File: src/sv/ptl_pkg.sv
package ptl_pkg;

  localparam int COORD_BITS = 16;

  localparam int CODE_BITS  = 7;
  localparam int WIDTH_BITS = 4;
  localparam int LIMIT_BITS = 12;
  localparam int ATLAS_BITS = 11;
  localparam int AXY_BITS   = 10;

  localparam int QDEPTH    = 2;
  localparam int QPTR_BITS = $clog2(QDEPTH);

  // Character codes with a meaning of their own.
  localparam logic [CODE_BITS-1:0] CH_NUL       = 7'd0;
  localparam logic [CODE_BITS-1:0] CH_NEWLINE   = 7'd10;
  localparam logic [CODE_BITS-1:0] CH_SPACE     = 7'd32;
  localparam logic [CODE_BITS-1:0] CH_BACKSLASH = 7'd92;
  localparam logic [CODE_BITS-1:0] CH_LOWER_N   = 7'd110;

  localparam int SPACE_ADVANCE = 4;
  localparam int LINE_PITCH    = 8;
  localparam int BOTTOM_ROWS   = 24;
  localparam int WRAP_MARGIN   = 14;
  localparam int SPACE_MARGIN  = 24;
  localparam logic [WIDTH_BITS-1:0] MARKER_WIDTH = 4'd8;

  // Configuration register indexes.
  localparam logic REG_LINE_LIMIT  = 1'b0;
  localparam logic REG_ATLAS_WIDTH = 1'b1;

  typedef logic signed [COORD_BITS-1:0] coord_t;

  typedef struct packed {
    logic signed [15:0]    screen_x;
    logic signed [15:0]    screen_y;
    logic [CODE_BITS-1:0]  code;
    logic [WIDTH_BITS-1:0] glyph_width;
    logic                  end_marker;
  } draw_t;

  typedef struct packed {
    logic full;
    logic empty;
  } fifo_stat_t;

  localparam logic [WIDTH_BITS-1:0] GLYPH_ROM [128] = '{
    4'd8,4'd8,4'd8,4'd8,4'd8,4'd8,4'd8,4'd8, 4'd8,4'd8,4'd8,4'd8,4'd8,4'd8,4'd8,4'd8,
    4'd8,4'd8,4'd8,4'd8,4'd8,4'd8,4'd8,4'd8, 4'd8,4'd8,4'd8,4'd8,4'd8,4'd8,4'd8,4'd8,
    4'd8,4'd2,4'd4,4'd7,4'd6,4'd8,4'd6,4'd2, 4'd4,4'd4,4'd6,4'd6,4'd3,4'd5,4'd2,4'd4,
    4'd6,4'd4,4'd6,4'd6,4'd6,4'd6,4'd6,4'd6, 4'd6,4'd6,4'd2,4'd3,4'd4,4'd5,4'd4,4'd6,
    4'd8,4'd6,4'd6,4'd6,4'd6,4'd6,4'd6,4'd6, 4'd6,4'd2,4'd6,4'd6,4'd6,4'd8,4'd6,4'd6,
    4'd6,4'd6,4'd6,4'd6,4'd6,4'd6,4'd6,4'd8, 4'd6,4'd6,4'd6,4'd4,4'd4,4'd4,4'd6,4'd6,
    4'd3,4'd6,4'd6,4'd6,4'd6,4'd6,4'd5,4'd6, 4'd6,4'd2,4'd6,4'd6,4'd3,4'd8,4'd6,4'd6,
    4'd6,4'd6,4'd6,4'd6,4'd5,4'd6,4'd6,4'd8, 4'd6,4'd6,4'd6,4'd5,4'd3,4'd5,4'd7,4'd7
  };

endpackage

File: src/sv/ptl_front.sv
module ptl_front (
  input  logic                             clk_i,
  input  logic                             rst_ni,
  input  logic                             in_valid_i,
  input  logic                             in_ready_i,
  input  logic                             first_i,
  input  logic signed [15:0]               start_x_i,
  input  logic signed [15:0]               start_y_i,
  input  logic [ptl_pkg::CODE_BITS-1:0]    char_code_i,
  input  logic [ptl_pkg::LIMIT_BITS-1:0]   line_limit_i,
  output logic                             push_o,
  output ptl_pkg::draw_t                   draw_o
);

  localparam int CB       = ptl_pkg::COORD_BITS;
  localparam int CMP_BITS = ((CB > ptl_pkg::LIMIT_BITS) ? CB : ptl_pkg::LIMIT_BITS) + 2;

  ptl_pkg::coord_t pen_x_q, pen_y_q, ls_x_q, ls_y_q;
  ptl_pkg::coord_t pen_x_d, pen_y_d, ls_x_d, ls_y_d;
  logic esc_q, esc_d, stop_q, stop_d;

  ptl_pkg::coord_t base_px, base_py, base_lsx, base_lsy;
  logic base_esc, base_stop;
  logic active, is_space, is_bs, is_nl, is_glyph, bottom, wrap, accept;
  logic [ptl_pkg::WIDTH_BITS-1:0] rom_w;
  logic signed [CB:0] ydiff;
  ptl_pkg::coord_t px1, px2, py_step;
  logic signed [CMP_BITS-1:0] px1_ext, limit;

  assign accept = in_valid_i & in_ready_i;

  always_comb begin
    base_px   = first_i ? CB'(start_x_i) : pen_x_q;
    base_py   = first_i ? CB'(start_y_i) : pen_y_q;
    base_lsx  = first_i ? CB'(start_x_i) : ls_x_q;
    base_lsy  = first_i ? CB'(start_y_i) : ls_y_q;
    base_esc  = first_i ? 1'b0 : esc_q;
    base_stop = first_i ? 1'b0 : stop_q;

    active   = !base_stop && (char_code_i != ptl_pkg::CH_NUL);
    is_space = (char_code_i == ptl_pkg::CH_SPACE);
    is_bs    = (char_code_i == ptl_pkg::CH_BACKSLASH);
    is_nl    = (char_code_i == ptl_pkg::CH_NEWLINE) ||
               ((char_code_i == ptl_pkg::CH_LOWER_N) && base_esc);
    is_glyph = !is_space && !is_bs && !is_nl;
    rom_w    = ptl_pkg::GLYPH_ROM[char_code_i];

    // Rows used so far on this string, taken without wrap.
    ydiff  = {base_py[CB-1], base_py} - {base_lsy[CB-1], base_lsy};
    bottom = is_nl && (ydiff >= (CB+1)'(ptl_pkg::BOTTOM_ROWS));

    if (is_nl) begin
      px1 = base_lsx;
    end else if (is_space) begin
      px1 = base_px + CB'(ptl_pkg::SPACE_ADVANCE);
    end else if (is_glyph) begin
      px1 = base_px + CB'(rom_w);
    end else begin
      px1 = base_px;
    end

    px1_ext = CMP_BITS'(px1);
    limit   = CMP_BITS'({1'b0, line_limit_i}) - CMP_BITS'(ptl_pkg::WRAP_MARGIN)
            - (is_space ? CMP_BITS'(ptl_pkg::SPACE_MARGIN) : CMP_BITS'(0));
    wrap    = (px1_ext >= limit);
    px2     = wrap ? base_lsx : px1;

    // A newline followed by a wrap moves down two lines.
    case ({is_nl, wrap})
      2'b11:   py_step = base_py + CB'(2 * ptl_pkg::LINE_PITCH);
      2'b10,
      2'b01:   py_step = base_py + CB'(ptl_pkg::LINE_PITCH);
      default: py_step = base_py;
    endcase

    pen_x_d = pen_x_q;
    pen_y_d = pen_y_q;
    ls_x_d  = ls_x_q;
    ls_y_d  = ls_y_q;
    esc_d   = esc_q;
    stop_d  = stop_q;
    if (accept) begin
      ls_x_d = base_lsx;
      ls_y_d = base_lsy;
      if (active) begin
        pen_x_d = px2;
        pen_y_d = py_step;
        esc_d   = is_bs;
        stop_d  = bottom;
      end else begin
        pen_x_d = base_px;
        pen_y_d = base_py;
        esc_d   = base_esc;
        stop_d  = base_stop;
      end
    end

    push_o               = accept && active && (is_glyph || bottom);
    draw_o.screen_x      = 16'(base_px);
    draw_o.screen_y      = 16'(base_py);
    draw_o.code          = bottom ? ptl_pkg::CH_NUL : char_code_i;
    draw_o.glyph_width   = bottom ? ptl_pkg::MARKER_WIDTH : rom_w;
    draw_o.end_marker    = bottom;
  end

  always_ff @(posedge clk_i or negedge rst_ni) begin
    if (!rst_ni) begin
      pen_x_q <= '0;
      pen_y_q <= '0;
      ls_x_q  <= '0;
      ls_y_q  <= '0;
      esc_q   <= 1'b0;
      stop_q  <= 1'b0;
    end else begin
      pen_x_q <= pen_x_d;
      pen_y_q <= pen_y_d;
      ls_x_q  <= ls_x_d;
      ls_y_q  <= ls_y_d;
      esc_q   <= esc_d;
      stop_q  <= stop_d;
    end
  end

endmodule

File: src/sv/ptl_fifo.sv
module ptl_fifo (
  input  logic                clk_i,
  input  logic                rst_ni,
  input  logic                push_i,
  input  ptl_pkg::draw_t      push_data_i,
  input  logic                pop_i,
  output ptl_pkg::draw_t      pop_data_o,
  output ptl_pkg::fifo_stat_t stat_o
);

  localparam int PW = ptl_pkg::QPTR_BITS;

  ptl_pkg::draw_t mem_q [ptl_pkg::QDEPTH];
  logic [PW-1:0] wr_ptr_q, wr_ptr_d, rd_ptr_q, rd_ptr_d;
  logic [PW:0]   count_q, count_d;

  always_comb begin
    wr_ptr_d = wr_ptr_q;
    rd_ptr_d = rd_ptr_q;
    count_d  = count_q;
    if (push_i) begin
      wr_ptr_d = (wr_ptr_q == PW'(ptl_pkg::QDEPTH - 1)) ? '0 : wr_ptr_q + 1'b1;
    end
    if (pop_i) begin
      rd_ptr_d = (rd_ptr_q == PW'(ptl_pkg::QDEPTH - 1)) ? '0 : rd_ptr_q + 1'b1;
    end
    case ({push_i, pop_i})
      2'b10:   count_d = count_q + 1'b1;
      2'b01:   count_d = count_q - 1'b1;
      default: count_d = count_q;
    endcase
  end

  always_ff @(posedge clk_i or negedge rst_ni) begin
    if (!rst_ni) begin
      wr_ptr_q <= '0;
      rd_ptr_q <= '0;
      count_q  <= '0;
    end else begin
      wr_ptr_q <= wr_ptr_d;
      rd_ptr_q <= rd_ptr_d;
      count_q  <= count_d;
    end
  end

  always_ff @(posedge clk_i) begin
    if (push_i) begin
      mem_q[wr_ptr_q] <= push_data_i;
    end
  end

  assign pop_data_o   = mem_q[rd_ptr_q];
  assign stat_o.full  = (count_q == (PW+1)'(ptl_pkg::QDEPTH));
  assign stat_o.empty = (count_q == '0);

endmodule

File: src/sv/ptl_back.sv
module ptl_back (
  input  logic                            clk_i,
  input  logic                            rst_ni,
  input  ptl_pkg::fifo_stat_t             fifo_stat_i,
  input  ptl_pkg::draw_t                  fifo_data_i,
  output logic                            pop_o,
  input  logic [ptl_pkg::ATLAS_BITS-1:0]  atlas_width_i,
  output logic                            out_valid_o,
  input  logic                            out_ready_i,
  output logic signed [15:0]              screen_x_o,
  output logic signed [15:0]              screen_y_o,
  output logic [ptl_pkg::AXY_BITS-1:0]    atlas_x_o,
  output logic [ptl_pkg::AXY_BITS-1:0]    atlas_y_o,
  output logic [ptl_pkg::WIDTH_BITS-1:0]  glyph_width_o,
  output logic                            end_marker_o
);

  localparam int PB        = ptl_pkg::CODE_BITS + 3;   // code times eight
  localparam int RB        = ptl_pkg::ATLAS_BITS + 1;
  localparam int STEPS     = PB;
  localparam int CNT_BITS  = $clog2(STEPS);

  localparam logic [1:0] ST_IDLE = 2'd0;
  localparam logic [1:0] ST_DIV  = 2'd1;
  localparam logic [1:0] ST_OUT  = 2'd2;

  logic [1:0]          state_q, state_d;
  logic [CNT_BITS-1:0] cnt_q, cnt_d;
  logic [RB-1:0]       rem_q, rem_d, rem_sh;
  logic [PB-1:0]       quo_q, quo_d, dvd_q, dvd_d, prod;
  ptl_pkg::draw_t      entry_q, entry_d;
  logic                load, ge;

  always_comb begin
    state_d = state_q;
    cnt_d   = cnt_q;
    rem_d   = rem_q;
    quo_d   = quo_q;
    dvd_d   = dvd_q;
    entry_d = entry_q;
    load    = 1'b0;

    // One restoring-division step per cycle: remainder is the atlas column.
    rem_sh = {rem_q[RB-2:0], dvd_q[PB-1]};
    ge     = (rem_sh >= {1'b0, atlas_width_i});

    unique case (state_q)
      ST_IDLE: begin
        load = !fifo_stat_i.empty;
      end
      ST_DIV: begin
        rem_d = ge ? rem_sh - {1'b0, atlas_width_i} : rem_sh;
        quo_d = {quo_q[PB-2:0], ge};
        dvd_d = {dvd_q[PB-2:0], 1'b0};
        cnt_d = cnt_q - 1'b1;
        if (cnt_q == '0) begin
          state_d = ST_OUT;
        end
      end
      ST_OUT: begin
        if (out_ready_i) begin
          state_d = ST_IDLE;
          load    = !fifo_stat_i.empty;
        end
      end
      default: state_d = ST_IDLE;
    endcase

    prod = {fifo_data_i.code, 3'b000};
    if (load) begin
      entry_d = fifo_data_i;
      quo_d   = '0;
      if (atlas_width_i == '0) begin
        rem_d   = RB'(prod);
        state_d = ST_OUT;
      end else begin
        rem_d   = '0;
        dvd_d   = prod;
        cnt_d   = CNT_BITS'(STEPS - 1);
        state_d = ST_DIV;
      end
    end
  end

  always_ff @(posedge clk_i or negedge rst_ni) begin
    if (!rst_ni) begin
      state_q <= ST_IDLE;
      cnt_q   <= '0;
    end else begin
      state_q <= state_d;
      cnt_q   <= cnt_d;
    end
  end

  always_ff @(posedge clk_i) begin
    rem_q   <= rem_d;
    quo_q   <= quo_d;
    dvd_q   <= dvd_d;
    entry_q <= entry_d;
  end

  assign pop_o         = load;
  assign out_valid_o   = (state_q == ST_OUT);
  assign screen_x_o    = entry_q.screen_x;
  assign screen_y_o    = entry_q.screen_y;
  assign atlas_x_o     = rem_q[ptl_pkg::AXY_BITS-1:0];
  assign atlas_y_o     = {quo_q[ptl_pkg::AXY_BITS-4:0], 3'b000};
  assign glyph_width_o = entry_q.glyph_width;
  assign end_marker_o  = entry_q.end_marker;

endmodule

File: src/sv/proportional_text_layout.sv
// Lays out a stream of character codes as 8x8 proportional glyph draws. The front end takes
// one character word per cycle whenever its two-entry draw queue has room, updating the pen,
// line start, escape and stop state in that same cycle. Spaces, backslashes, code zero,
// ordinary newlines and characters of an ended string produce no draw; a newline that comes
// once three lines are filled draws the end marker and ends the string. Each draw then passes
// through the back end: a one-bit-per-cycle divider splits code*8 by the atlas width into
// atlas column and row, and the output register holds the result (atlas width zero skips the
// divider). Runs without glyphs go at one character per cycle while the draw queue has room;
// the back end takes a new draw only as the last one leaves its output register. Write the
// configuration registers only while the block is idle; the config port is always ready.
module proportional_text_layout (
  input  logic                           clk_i,
  input  logic                           rst_ni,
  input  logic                           s_axis_tvalid,
  output logic                           s_axis_tready,
  input  logic [39:0]                    s_axis_tdata,  // start_x, start_y, char_code, pad
  input  logic                           s_axis_tuser,  // first
  output logic                           m_axis_tvalid,
  input  logic                           m_axis_tready,
  // screen_x, screen_y, atlas_x, atlas_y, glyph_width
  output logic [55:0]                    m_axis_tdata,
  output logic                           m_axis_tuser,  // end_marker
  input  logic                           cfg_valid_i,
  output logic                           cfg_ready_o,
  input  logic                           cfg_index_i,
  input  logic [ptl_pkg::LIMIT_BITS-1:0] cfg_data_i
);

  logic [ptl_pkg::LIMIT_BITS-1:0] line_limit_q;
  logic [ptl_pkg::ATLAS_BITS-1:0] atlas_width_q;

  logic                push, pop;
  ptl_pkg::draw_t      push_data, pop_data;
  ptl_pkg::fifo_stat_t fifo_stat;

  logic signed [15:0]               screen_x, screen_y;
  logic [ptl_pkg::AXY_BITS-1:0]     atlas_x, atlas_y;
  logic [ptl_pkg::WIDTH_BITS-1:0]   glyph_width;

  assign cfg_ready_o = 1'b1;

  always_ff @(posedge clk_i or negedge rst_ni) begin
    if (!rst_ni) begin
      line_limit_q  <= 12'd320;
      atlas_width_q <= 11'd128;
    end else if (cfg_valid_i) begin
      unique case (cfg_index_i)
        ptl_pkg::REG_LINE_LIMIT:  line_limit_q  <= cfg_data_i;
        ptl_pkg::REG_ATLAS_WIDTH: atlas_width_q <= cfg_data_i[ptl_pkg::ATLAS_BITS-1:0];
        default: ;
      endcase
    end
  end

  assign s_axis_tready = !fifo_stat.full;

  ptl_front u_front (
    .clk_i        (clk_i),
    .rst_ni       (rst_ni),
    .in_valid_i   (s_axis_tvalid),
    .in_ready_i   (s_axis_tready),
    .first_i      (s_axis_tuser),
    .start_x_i    (s_axis_tdata[15:0]),
    .start_y_i    (s_axis_tdata[31:16]),
    .char_code_i  (s_axis_tdata[38:32]),
    .line_limit_i (line_limit_q),
    .push_o       (push),
    .draw_o       (push_data)
  );

  ptl_fifo u_fifo (
    .clk_i       (clk_i),
    .rst_ni      (rst_ni),
    .push_i      (push),
    .push_data_i (push_data),
    .pop_i       (pop),
    .pop_data_o  (pop_data),
    .stat_o      (fifo_stat)
  );

  ptl_back u_back (
    .clk_i         (clk_i),
    .rst_ni        (rst_ni),
    .fifo_stat_i   (fifo_stat),
    .fifo_data_i   (pop_data),
    .pop_o         (pop),
    .atlas_width_i (atlas_width_q),
    .out_valid_o   (m_axis_tvalid),
    .out_ready_i   (m_axis_tready),
    .screen_x_o    (screen_x),
    .screen_y_o    (screen_y),
    .atlas_x_o     (atlas_x),
    .atlas_y_o     (atlas_y),
    .glyph_width_o (glyph_width),
    .end_marker_o  (m_axis_tuser)
  );

  assign m_axis_tdata = {glyph_width, atlas_y, atlas_x, screen_y, screen_x};

  assert property (@(posedge clk_i) disable iff (!rst_ni) push |-> !fifo_stat.full)
    else $error("draw queue written while full");

  assert property (@(posedge clk_i) disable iff (!rst_ni) pop |-> !fifo_stat.empty)
    else $error("draw queue read while empty");

  // The end marker is glyph zero: atlas origin, full width.
  assert property (@(posedge clk_i) disable iff (!rst_ni)
      (m_axis_tvalid && m_axis_tuser) |->
      (glyph_width == ptl_pkg::MARKER_WIDTH && atlas_x == '0 && atlas_y == '0))
    else $error("end marker word carries wrong glyph data");

endmodule
File: config.mk
export PLATFORM = sky130hd
export DESIGN_NAME = proportional_text_layout
export DESIGN_NICKNAME = d
export VERILOG_FILES = /design/src/sv/ptl_pkg.sv /design/src/sv/ptl_front.sv /design/src/sv/ptl_fifo.sv /design/src/sv/ptl_back.sv /design/src/sv/proportional_text_layout.sv
export SDC_FILE = /design/constraint.sdc
export NUM_CORES = 1
export LEC_CHECK = 0
export BUFFER_PORTS_ARGS = -buffer_cell sky130_fd_sc_hd__buf_2
export CAP_MARGIN = 5
export CORE_MARGIN = 4
export CORE_UTILIZATION = 45
export CTS_CLUSTER_DIAMETER = 60
export DETAILED_ROUTE_END_ITERATION = 16
export PLACE_DENSITY = 0.72
export SYNTH_ARGS = -nofsm -noshare
export SYNTH_HDL_FRONTEND = slang
export SYNTH_SLANG_ARGS = --single-unit
File: constraint.sdc
create_clock -name clk_i -period 17.27 [get_ports clk_i]
set_input_delay 3.454 -clock clk_i [delete_from_list [all_inputs] [get_ports clk_i]]
set_output_delay 3.454 -clock clk_i [all_outputs]
set_load 0.005 [all_outputs]
### Yosys cells after proc, flatten, opt, wreduce, memory -nomap -nowiden

Memories as Yosys holds them, arrays and structs flattened.
Cells that the tools add are included.

* bits in registers: 164
* RAM bits: 88
* memory bits (read-only): 512
* output and inout bits: 60
* memories: 2

Memories
* (name not given): words 128, width 4, rd ports 1, clocked after Yosys merged registers in 0, write ports 0, line ptl_front.sv:46 `rom_w = ptl_pkg::GLYPH_ROM[char_code_i];`
* u_fifo.mem_q: words 2, width 44, rd ports 1, clocked after Yosys merged registers in 0, write ports 1, line ptl_fifo.sv:13 `ptl_pkg::draw_t mem_q [ptl_pkg::QDEPTH];`

* add/sub/neg operators: 13
* $lt $le $gt $ge: 4
* eq/ne operators: 15
* multiplexer cells: 42
* bitwise operators: 3
* reduce and logical (&&, ||, !) cells: 26

Operators with widths (count)
* two-way mux 16 bit: 10
* two-way mux 10 bit: 4
* two-way mux 11 bit: 3
* case mux 16 bit (2 select lines): 1
* two-way mux 4 bit: 6
* >= comparator 16 x 18 -> 1 bit: 1
* subtractor 18 bit: 1
* >= comparator 17 x 6 -> 1 bit (second input constant): 1
* subtractor 16 x 16 -> 17 bit: 1
* adder 16 x 4 -> 16 bit: 1
* adder 16 x 4 -> 16 bit (second input constant): 1
* adder 16 x 5 -> 16 bit (second input constant): 1
* adder 16 x 6 -> 16 bit (second input constant): 1
* == test 7 bit (second input constant): 2
* subtractor 12 x 4 -> 13 bit (second input constant): 1
* >= comparator 12 x 11 -> 1 bit: 1
* logical NOT 11 bit: 1
* subtractor 11 bit: 1
* == test 2 bit (second input constant): 5
* two-way mux 1 bit: 9
* >= comparator 8 bit (second input constant): 1
* two-way mux 2 bit: 4
* NOT 7 -> 8 bit: 1
* == test 7 x 4 -> 1 bit (second input constant): 1
* 26 further kinds: 44

### Logic depth before layout (Yosys ltp)

Gate-level depths: netlist of the first run.

* depth in word-level cells: 13
* gate-level depth with buffers: 31
* mapped depth without buffers: 28

### Hierarchy

From an unflattened synthesis of the first run, not the netlist that was laid out.

* cell total of the unflattened synthesis: 1357
* area total of the unflattened synthesis: 14814.2 µm²

Modules (own cells, without submodules)
* ptl_front: times used 1, cells each 854, area an instance 7010.5 µm², sequential area each 1651.6 µm²
* ptl_fifo: times used 1, cells each 153, area an instance 3559.7 µm², sequential area each 2742.6 µm²
* ptl_back: times used 1, cells each 297, area an instance 3310.7 µm², sequential area each 1931.9 µm²
* proportional_text_layout: times used 1, cells each 53, area an instance 933.4 µm², sequential area each 579.3 µm²

### Worst setup path before layout of the first run

No wires, ideal clock.

* kind: in2reg
* start: input s_axis_tuser
* end: memory u_fifo.mem_q[0][0] (netlist bit) (enable)
* setup time: 0.512 ns
* arrival time: 10.243 ns
* setup slack: 6.516 ns
* stages: 17
* cells stage by stage: buf_2 -> buf_2 -> buf_2 -> buf_1 -> buf_2 -> buf_2 -> mux2i_1 -> ha_1 -> fa_1 -> nand2b_1 -> a21oi_1 -> o311ai_0 -> nor2b_1 -> o211ai_1 -> o21ai_0 -> buf_1 -> a211oi_1

* word-level cells in the longest chain between the ends: 9

RTL lines
* start, declared: line proportional_text_layout.sv:17 `input logic s_axis_tuser,`
* branches (longest 6 deep; another with subtractor 16 x 16 -> 17 bit)
* logical AND 1 bit (*): line ptl_front.sv:98 `push_o = accept && active && (is_glyph || bottom);`
* two-way mux 1 bit (*): line ptl_fifo.sv:47 `if (push_i) begin`
* two-way mux 1 bit (not written as such) (*): line ptl_fifo.sv:48 `mem_q[wr_ptr_q] <= push_data_i;`
* end, declared: line ptl_fifo.sv:13

Every way passes the cells marked *.

### Worst setup path after layout of the first run

* start: input s_axis_tdata[36]
* end: register u_front.pen_y_q[15]

* word-level cells in the longest chain between the ends: 13

RTL lines
* start, declared: line proportional_text_layout.sv:16 `input logic [39:0] s_axis_tdata,`
* NOT 7 -> 8 bit (not written as such) or == test 7 bit (tied branches): line ptl_front.sv:46, ptl_front.sv:44
* memory read (128 x 4 bit) or logical AND 1 bit (tied branches)
* two-way mux 4 bit (not written as such) or logical OR 1 bit (tied branches): line ptl_front.sv:46, ptl_front.sv:43
* two-way mux 4 bit (not written as such) or logical NOT 1 bit (tied branches): line ptl_front.sv:46, ptl_front.sv:45
* adder 16 x 4 -> 16 bit or logical AND 1 bit (tied branches): line ptl_front.sv:57, ptl_front.sv:45
* two-way mux 16 bit: line ptl_front.sv:56 `end else if (is_glyph) begin`
* two-way mux 16 bit: line ptl_front.sv:54 `end else if (is_space) begin`
* two-way mux 16 bit: line ptl_front.sv:52 `if (is_nl) begin`
* >= comparator 16 x 18 -> 1 bit: line ptl_front.sv:65 `wrap = (px1_ext >= limit);`
* == test 2 bit or == test 2 x 1 -> 1 bit (tied branches): line ptl_front.sv:69 `case ({is_nl, wrap})`
* OR reduction 2 bit: line ptl_front.sv:69
* case mux 16 bit (2 select lines): line ptl_front.sv:69
* two-way mux 16 bit (*): line ptl_front.sv:85 `if (active) begin`
* end signal, assigned: line ptl_front.sv:116 `pen_y_q <= pen_y_d;`
* end, declared: line ptl_front.sv:18 `ptl_pkg::coord_t pen_x_q, pen_y_q, ls_x_q, ls_y_q;`

Mark *: on every way between the ends. The rest lies on a longest branch, timed or not. The select of a mux whose other input is x is not followed.
A chain may end at the register's enable or synchronous reset.

==> results of run 1 <==
[per-layer routing]
layer / up-vias / global-route usage [%] / share of wire (%)
met5: - / 0 / 0.091
met4: 6 / 4.86 / 2.2
met3: 62 / 4.04 / 6.8
met2: 325 / 31.5 / 47
met1: 5286 / 26.6 / 44
li1: 5287 / - / -
[per-stage QoR]
step                      hold slack, ps  area [µm²]  power (mW)  utilization [%]
after floorplan                      427       14500        1.85                -
after global placement               442       15400        2.13             48.5
after detailed placement             449       15400        2.17             48.5
after CTS                            456       16400        2.81             51.6
after global routing                 478       16400        3.00             51.6
final                                456       16400        2.80             51.6
[power breakdown]
group          switching (mW)  internal [mW]  total (mW)
registers               0.117          0.912        1.03
clock network           0.250          0.382       0.633
logic                   0.666          0.471        1.14
[cells in the final DEF (no fill, tap or decap), types with 11 or more instances in the layout]
cell type  count
a211oi_1      11
a21o_1        21
a21oi_1       87
a31oi_1       16
and2_1        20
and3_1        15
buf_2        111
buf_4         15
clkbuf_16     31
dfrtp_1       95
dfxtp_1       17
edfxtp_1     136
ha_1          65
inv_1         67
mux2_2        88
mux2i_1       59
nand2_1      142
nand2b_1      14
nand3_1       28
nand4_1       11
nor2_1        68
nor2b_1       23
nor3_1        28
o21ai_0       95
xnor2_1       28
[area by class of cell]
cell class,instances,area (µm²)
Fill cell,2811,15300
Multi-Input combinational cell,996,7040
Sequential cell,252,6910
Clock buffer,36,815
Timing Repair Buffer,126,668
Tap cell,402,503
Inverter,69,259
Clock inverter,17,193
[registers in the layout (all words and copies together), names as in the netlist, 10 cells and up]
| name | cells |
|---|---|
| atlas_width_q | 11 |
| line_limit_q | 12 |
| u_back.dvd_q | 10 |
| u_back.rem_q | 11 |
| u_back.screen_x_o | 16 |
| u_back.screen_y_o | 16 |
| u_fifo.mem_q | 88 |
| u_front.ls_x_q | 16 |
| u_front.ls_y_q | 16 |
| u_front.pen_x_q | 16 |
| u_front.pen_y_q | 16 |
[worst reg2reg max path: cells and delay by family (launching register included)]
family                     cells  cell delay, ps
AOI/OAI and AO/OA             13            3760
adders and majority gates      3            1050
buffers and inverters          3             640
DFF                            1             320
and+or+nand+nor                3             510
[worst paths after layout]
path	startpoint	end	slack, ps	cells after the start
worst max-delay path	s_axis_tdata[36]	u_front.pen_y_q[15]$_DFFE_PN0P_	7240	25
worst min-delay path	u_back.dvd_q[1]$_DFF_P_	u_back.dvd_q[2]$_DFF_P_	460	2
worst max register to register	u_front.pen_x_q[1]$_DFFE_PN0P_	u_front.pen_y_q[15]$_DFFE_PN0P_	10910	22
worst min register to register	u_back.dvd_q[1]$_DFF_P_	u_back.dvd_q[2]$_DFF_P_	460	2
max in group asynchronous	rst_ni	u_back.state_q[0]$_DFFE_PN0P_	13110	2
min in group asynchronous	rst_ni	u_front.ls_y_q[13]$_DFFE_PN0P_	2940	1
[cells by family (layout without fill, tap and decap cells)]
| family | count (synthesis) | count (layout) | synth area share [%] |
|---|---|---|---|
| and+or+nand+nor | 397 | 397 | 13.5 |
| adders and majority gates | 69 | 69 | 6.15 |
| xor gates and xnor gates | 37 | 37 | 2.23 |
| AOI/OAI and AO/OA | 341 | 341 | 15.1 |
| DFF | 252 | 252 | 47.5 |
| buffers and inverters | 151 | 248 | 4.41 |
| other | 2 | 4 | 0.0517 |
| muxes | 148 | 148 | 11.0 |
==> impl_metrics.toml, run 1 <==
[pwr]
p_leak_nw = 6.82
power_density_nw_per_um2 = 171
power.ir.vdd_worst_v = 0.0000910

[finish]
nets = 1602
area_growth_pct = 12.7
final_cells = 1898
diodes = 0
drive_above_1_share_pct = 19.4

[sta]
timing.slew.headroom_pct = 19.6
transition_time_at_the_pin_with_the_least_slew_margin_ps = 1190
finalSetupViolations = 0
finalWorstSetupSlack_ps = 7240
grt_setup_unrepaired = "false"
clock-skew-final_ps = 13.1
final_hold_vio_count = 0
period_share_pct = 58.1
min_period_ps = 10030
fin_tns_setup_ps = 0
max_slew_violations = 0
max_clock_freq_mhz = 99.7

[synth]
synthesized_area_per_cell_um2 = 10.4
syn_area_um2 = 14500
ys_ff_latch = 252
yosys.area.top_type = "edfxtp_1"
synthTopCellsByArea = "edfxtp_1 (28%), dfrtp_1 (17%), mux2_2 (6.8%), ha_1 (5.6%), mux2i_1 (4.1%)"
most_frequent_cell_after_synthesis = "nand2_1"
yosys.cell_types.count = 82
synth-seq-area-share_pct = 47.5
synth.top_cell.area_share_pct = 28.1
synth_warnings = 0
synth_edf_count = 136
share_of_async_settable_or_async_resettable_flops_after_synthesis_pct = 39.3
synth.cells.most_frequent = "nand2_1 (143), edfxtp_1 (136), dfrtp_1 (96), o21ai_0 (96)"
synth_flop_cell = "edfxtp_1"
synthesis.instances = 1397

[placed_design]
post-place-ws_ps = 6880
gp_congestion = 0.884
dpl.hpwl_um = 25300
portBuffers = 113
dp.cells = 1845

[global_route]
grt_first_pass_wirelength_um = 56400
overflow = 0
global_route.usage.total_pct = 19.3
initial_antenna_violation_count = 3
maximum_number_of_pins_on_one_net_before_global_route_repair = 91
grt_pass1_vias = 10700

[detailed_routing]
totalWireLength_um = 35000
drt-pass1-iter-count = 5
route.antenna.remaining_nets = 0
drc = 0
route.detailed.vias_per_inst = 5.78
wl_per_cell_um = 18.4
dr_total_vias = 11000
dr.first_iter.drc_count = 874

[die]
initial_utilization_pct = 45.8
chipHeight_um = 188
ios = 119
placeableCoreArea_um2 = 31700
die_w_um = 188
die-area_um2 = 35200
num_rows = 65

[critical_path]
critPathLaunchType = "input port"
timing.critical_path.slowest_stage_cell = "o41ai_1"
cp_top_family = "compound AO/OA/AOI/OAI gates"
critical_path.max_stage_delay_ps = 980
required_ps = 17700
critPathArrivalTime_ps = 10460
worstSetupEndpointType = "flip-flop"
critical_path_start_end_classification = "in -> reg"
critical_path.max_fanout = 28
critPathBufInv = 3

[cts]
cts-resized-gates = 0
cts_num_sinks = 252
cts_htree_levels = 1
cts_inserted_buffers = 29
clkSlewWorstSetupHoldPaths_ps = 60
post_cts.repair.setup_buffers = 0
cts_tree = "built"
cts.hold.buffers_added = 0
clk-insertion-delay-late_ps = 540
cts_root_buffer = "clkbuf_16"
cts_max_path_bufs = 3

[run]
timing.max_cap.violations = 0

[run_status]
run_status = "completed"

[hold_path]
min_path_type = "reg -> reg"
Power figures use the tool's default switching activity.
==> run 2: changes to the inputs <==
--- a/config.mk
+++ b/config.mk
@@ -5,13 +5,14 @@
 export SDC_FILE = /design/constraint.sdc
 export NUM_CORES = 1
 export LEC_CHECK = 0
+export ABC_AREA = 1
 export BUFFER_PORTS_ARGS = -buffer_cell sky130_fd_sc_hd__buf_2
 export CAP_MARGIN = 5
 export CORE_MARGIN = 4
 export CORE_UTILIZATION = 45
 export CTS_CLUSTER_DIAMETER = 60
 export DETAILED_ROUTE_END_ITERATION = 16
-export PLACE_DENSITY = 0.72
+export PLACE_DENSITY = 0.74
 export SYNTH_ARGS = -nofsm -noshare
 export SYNTH_HDL_FRONTEND = slang
 export SYNTH_SLANG_ARGS = --single-unit
==> constraint.sdc (replaced) <==
create_clock -name clk_i -period 8.74 [get_ports clk_i]
set_input_delay 1.748 -clock clk_i [delete_from_list [all_inputs] [get_ports clk_i]]
set_output_delay 1.748 -clock clk_i [all_outputs]
set_load 0.005 [all_outputs]
==> run 2 against run 1 <==
Total power is 98% higher. Sequential share of layout area fell by 1.0 points. Final area increased by 2.4%. Non-clock buffer count decreased by 3. First-iteration DRC count increased by 19%. Utilization is 0.47 points lower. Cell count rose by 23%. Global-route usage increased by 0.90 points. Synthesized area up 3.4%. Combinational power increased by 100%. Highest routed layer is now met4.
==> impl_metrics.toml, run 2 <==
[pwr]
power_density_nw_per_um2 = 330
power.ir.vdd_worst_v = 0.000250
p_leak_nw = 7.84
pwr-share-seq_pct = 36.1
p_int_mw = 3.34
combPwrFrac_pct = 41.6
power.share.switching_pct = 39.8
total_switching_power_mw = 2.21
power.clock.fraction_pct = 22.3

[critical_path]
required_ps = 9130
critPathLaunchType = "input port"
critical_path.max_fanout = 13
critical_path_start_end_classification = "in -> reg"
r2r_start = "u_front.pen_x_q[0]$_DFFE_PN0P_"
critPathArrivalTime_ps = 7490
timing.critical_path.slowest_stage_cell = "a2111oi_0"
rr_endpoint = "u_front.pen_y_q[6]$_DFFE_PN0P_"
worstSetupEndpointType = "flip-flop"
critPathBufInv = 6
cp_top_family = "simple AND/OR/NAND/NOR gates"
worst_r2r_path_depth = 26
timing.reg2reg.setup_slack_ps = 3340
critical_path.max_stage_delay_ps = 530

[finish]
drive_above_1_share_pct = 15.8
final_cells = 2330
diodes = 0
most-common-layout-cells = "nand2_1 (491), inv_1 (200), edfxtp_1 (136)"
final_common_cell = "nand2_1"
registers.top_by_ff_count = "u_fifo.mem_q"
layout.filler_cells = 3092
nets = 1994
largest_reg_flops = 88
fin_util_pct = 51.2
multi_input_gate_area_um2 = 6850
seqCellArea_um2 = 6910
area_growth_pct = 11.6

[cts]
cts_htree_levels = 1
clkSlewWorstSetupHoldPaths_ps = 60
cts_num_sinks = 252
post_cts.repair.setup_buffers = 0
cts_tree = "built"
cts_inserted_buffers = 29
cts-resized-gates = 0
cts.hold.buffers_added = 0
clk-insertion-delay-late_ps = 550
cts_root_buffer = "clkbuf_16"
cts_max_path_bufs = 3

[detailed_routing]
totalWireLength_um = 37200
dr.first_iter.drc_count = 1041
drc = 0
route.antenna.remaining_nets = 0
drt-pass1-iter-count = 5
route.detailed.vias_per_inst = 5.26
dr_total_vias = 12300
wl_per_cell_um = 16.0

[hold_path]
min_path_type = "reg -> reg"
holdPathEnd = "u_back.dvd_q[0]$_DFF_P_"
hold_path.startpoint = "u_back.dvd_q[0]$_DFF_P_"
hold-path-cell-count = 2

[global_route]
global_route.usage.total_pct = 20.2
overflow = 0
grt_pass1_vias = 11700
initial_antenna_violation_count = 0
maximum_number_of_pins_on_one_net_before_global_route_repair = 83
grt_first_pass_wirelength_um = 60200

[synth]
share_of_async_settable_or_async_resettable_flops_after_synthesis_pct = 39.3
synth.top_cell.area_share_pct = 27.2
synth_edf_count = 136
synth.cells.most_frequent = "nand2_1 (492), inv_1 (201), edfxtp_1 (136)"
yosys.cell_types.count = 71
yosys.area.top_type = "edfxtp_1"
synth_warnings = 0
synth_flop_cell = "edfxtp_1"
most_frequent_cell_after_synthesis = "nand2_1"
synthesis.instances = 1784
ys_ff_latch = 252
synth-seq-area-share_pct = 45.9
synthTopCellsByArea = "edfxtp_1 (27%), dfrtp_1 (16%), nand2_1 (12%), ha_1 (5.4%), inv_1 (5.0%)"
synthesized_area_per_cell_um2 = 8.43
syn_area_um2 = 15000

[die]
initial_utilization_pct = 45.8
die-area_um2 = 36400
placeableCoreArea_um2 = 32800
chipHeight_um = 191
ios = 119
num_rows = 66
die_w_um = 191

[run]
timing.max_cap.violations = 0

[run_status]
run_status = "completed"

[sta]
period_share_pct = 81.2
timing.slew.headroom_pct = 32.3
max_slew_violations = 0
grt_setup_unrepaired = "false"
clock-skew-final_ps = 11.3
fin_tns_setup_ps = 0
finalWorstSetupSlack_ps = 1650
min_period_ps = 7090
timing.hold.ws_ps = 457
finalSetupViolations = 0
max_clock_freq_mhz = 141
final_hold_vio_count = 0
transition_time_at_the_pin_with_the_least_slew_margin_ps = 1020

[placed_design]
post-place-ws_ps = 1210
portBuffers = 113
gp_congestion = 0.922
dpl.hpwl_um = 26800
dp.cells = 2277
[run 2: power by group through the flow]
| stage | clock network, mW | logic (mW) | registers [mW] |
|---|---|---|---|
| detailed placement | 0 | 2.29 | 2.02 |
| floorplan | 0 | 1.69 | 1.98 |
| CTS | 1.26 | 2.31 | 2.00 |
| finish | 1.24 | 2.30 | 2.00 |
| global placement | 0 | 2.22 | 2.00 |
| global route | 1.31 | 2.62 | 2.04 |
[run 2: how the worst max path moves through the flow]
stage,from,to,depth (start not counted)
3_5_place_dp,s_axis_tdata[33],u_front.pen_y_q[6]$_DFFE_PN0P_,32
4_1_cts,s_axis_tdata[33],u_front.pen_y_q[6]$_DFFE_PN0P_,32
2_1_floorplan,s_axis_tuser,u_fifo.mem_q[1][0]$_DFFE_PP_,25
3_3_place_gp,s_axis_tdata[33],u_front.pen_y_q[6]$_DFFE_PN0P_,33
6_report,s_axis_tdata[33],u_front.pen_y_q[6]$_DFFE_PN0P_,32
5_1_grt,s_axis_tdata[33],u_front.pen_y_q[6]$_DFFE_PN0P_,33
[run 2: final cells by class]
class                   instances  area share [%]
clock inverters                19            1.29
clock buffers                  34            4.56
flip-flops and latches        252            41.2
repair buffers                123            3.83
inverters                     224            5.07
multi-input cells            1236            40.8
well taps                     442            3.30
[run 2: cells by family after synthesis]
group / count (synthesis) / synth area share (%)
buf+inv: 298 / 8.63
simple gates: 781 / 23.6
compound gates: 347 / 13.6
xor+xnor: 28 / 1.73
fa+ha+maj: 69 / 5.94
flops: 252 / 45.9
other cells: 2 / 0.0500
mux: 7 / 0.474
[run 2: metal layers]
| metal | wire length, µm | vias up | part of all wire, % | GRT usage (%) |
|---|---|---|---|---|
| met5 | 0 | - | 0 | 0 |
| met4 | 759 | 0 | 2.0 | 5.52 |
| met3 | 2180 | 51 | 5.9 | 2.47 |
| met2 | 16800 | 369 | 45 | 32.3 |
| met1 | 17500 | 5778 | 47 | 29.3 |
| li1 | - | 6067 | - | - |
[run 2: worst register-to-register path: stages, from the launching register on]
cell and delay [ps]:
dfrtp_1 370, inv_1 70, o21ai_0 230, ha_1 350, fa_1 410, a21oi_1 270, inv_1 90, nand3_2 90
nand2_2 130, nand3b_1 110, nand3_1 110, o21ai_1 170, inv_1 80, ha_1 280, nand2_1 50, inv_1 60
nand3_1 110, nor2_1 140, nand3_1 110, nand4_1 120, nand3_1 100, inv_1 410, ha_1 450, nor2_1 180
inv_1 110, a2111oi_0 530, o31ai_1 120
[run 2: stage by stage]
step	cell area [µm²]	total power, mW
floorplan	15000	3.68
global placement	15800	4.23
detailed placement	15800	4.31
CTS	16800	5.57
global route	16800	5.97
finish	16800	5.54
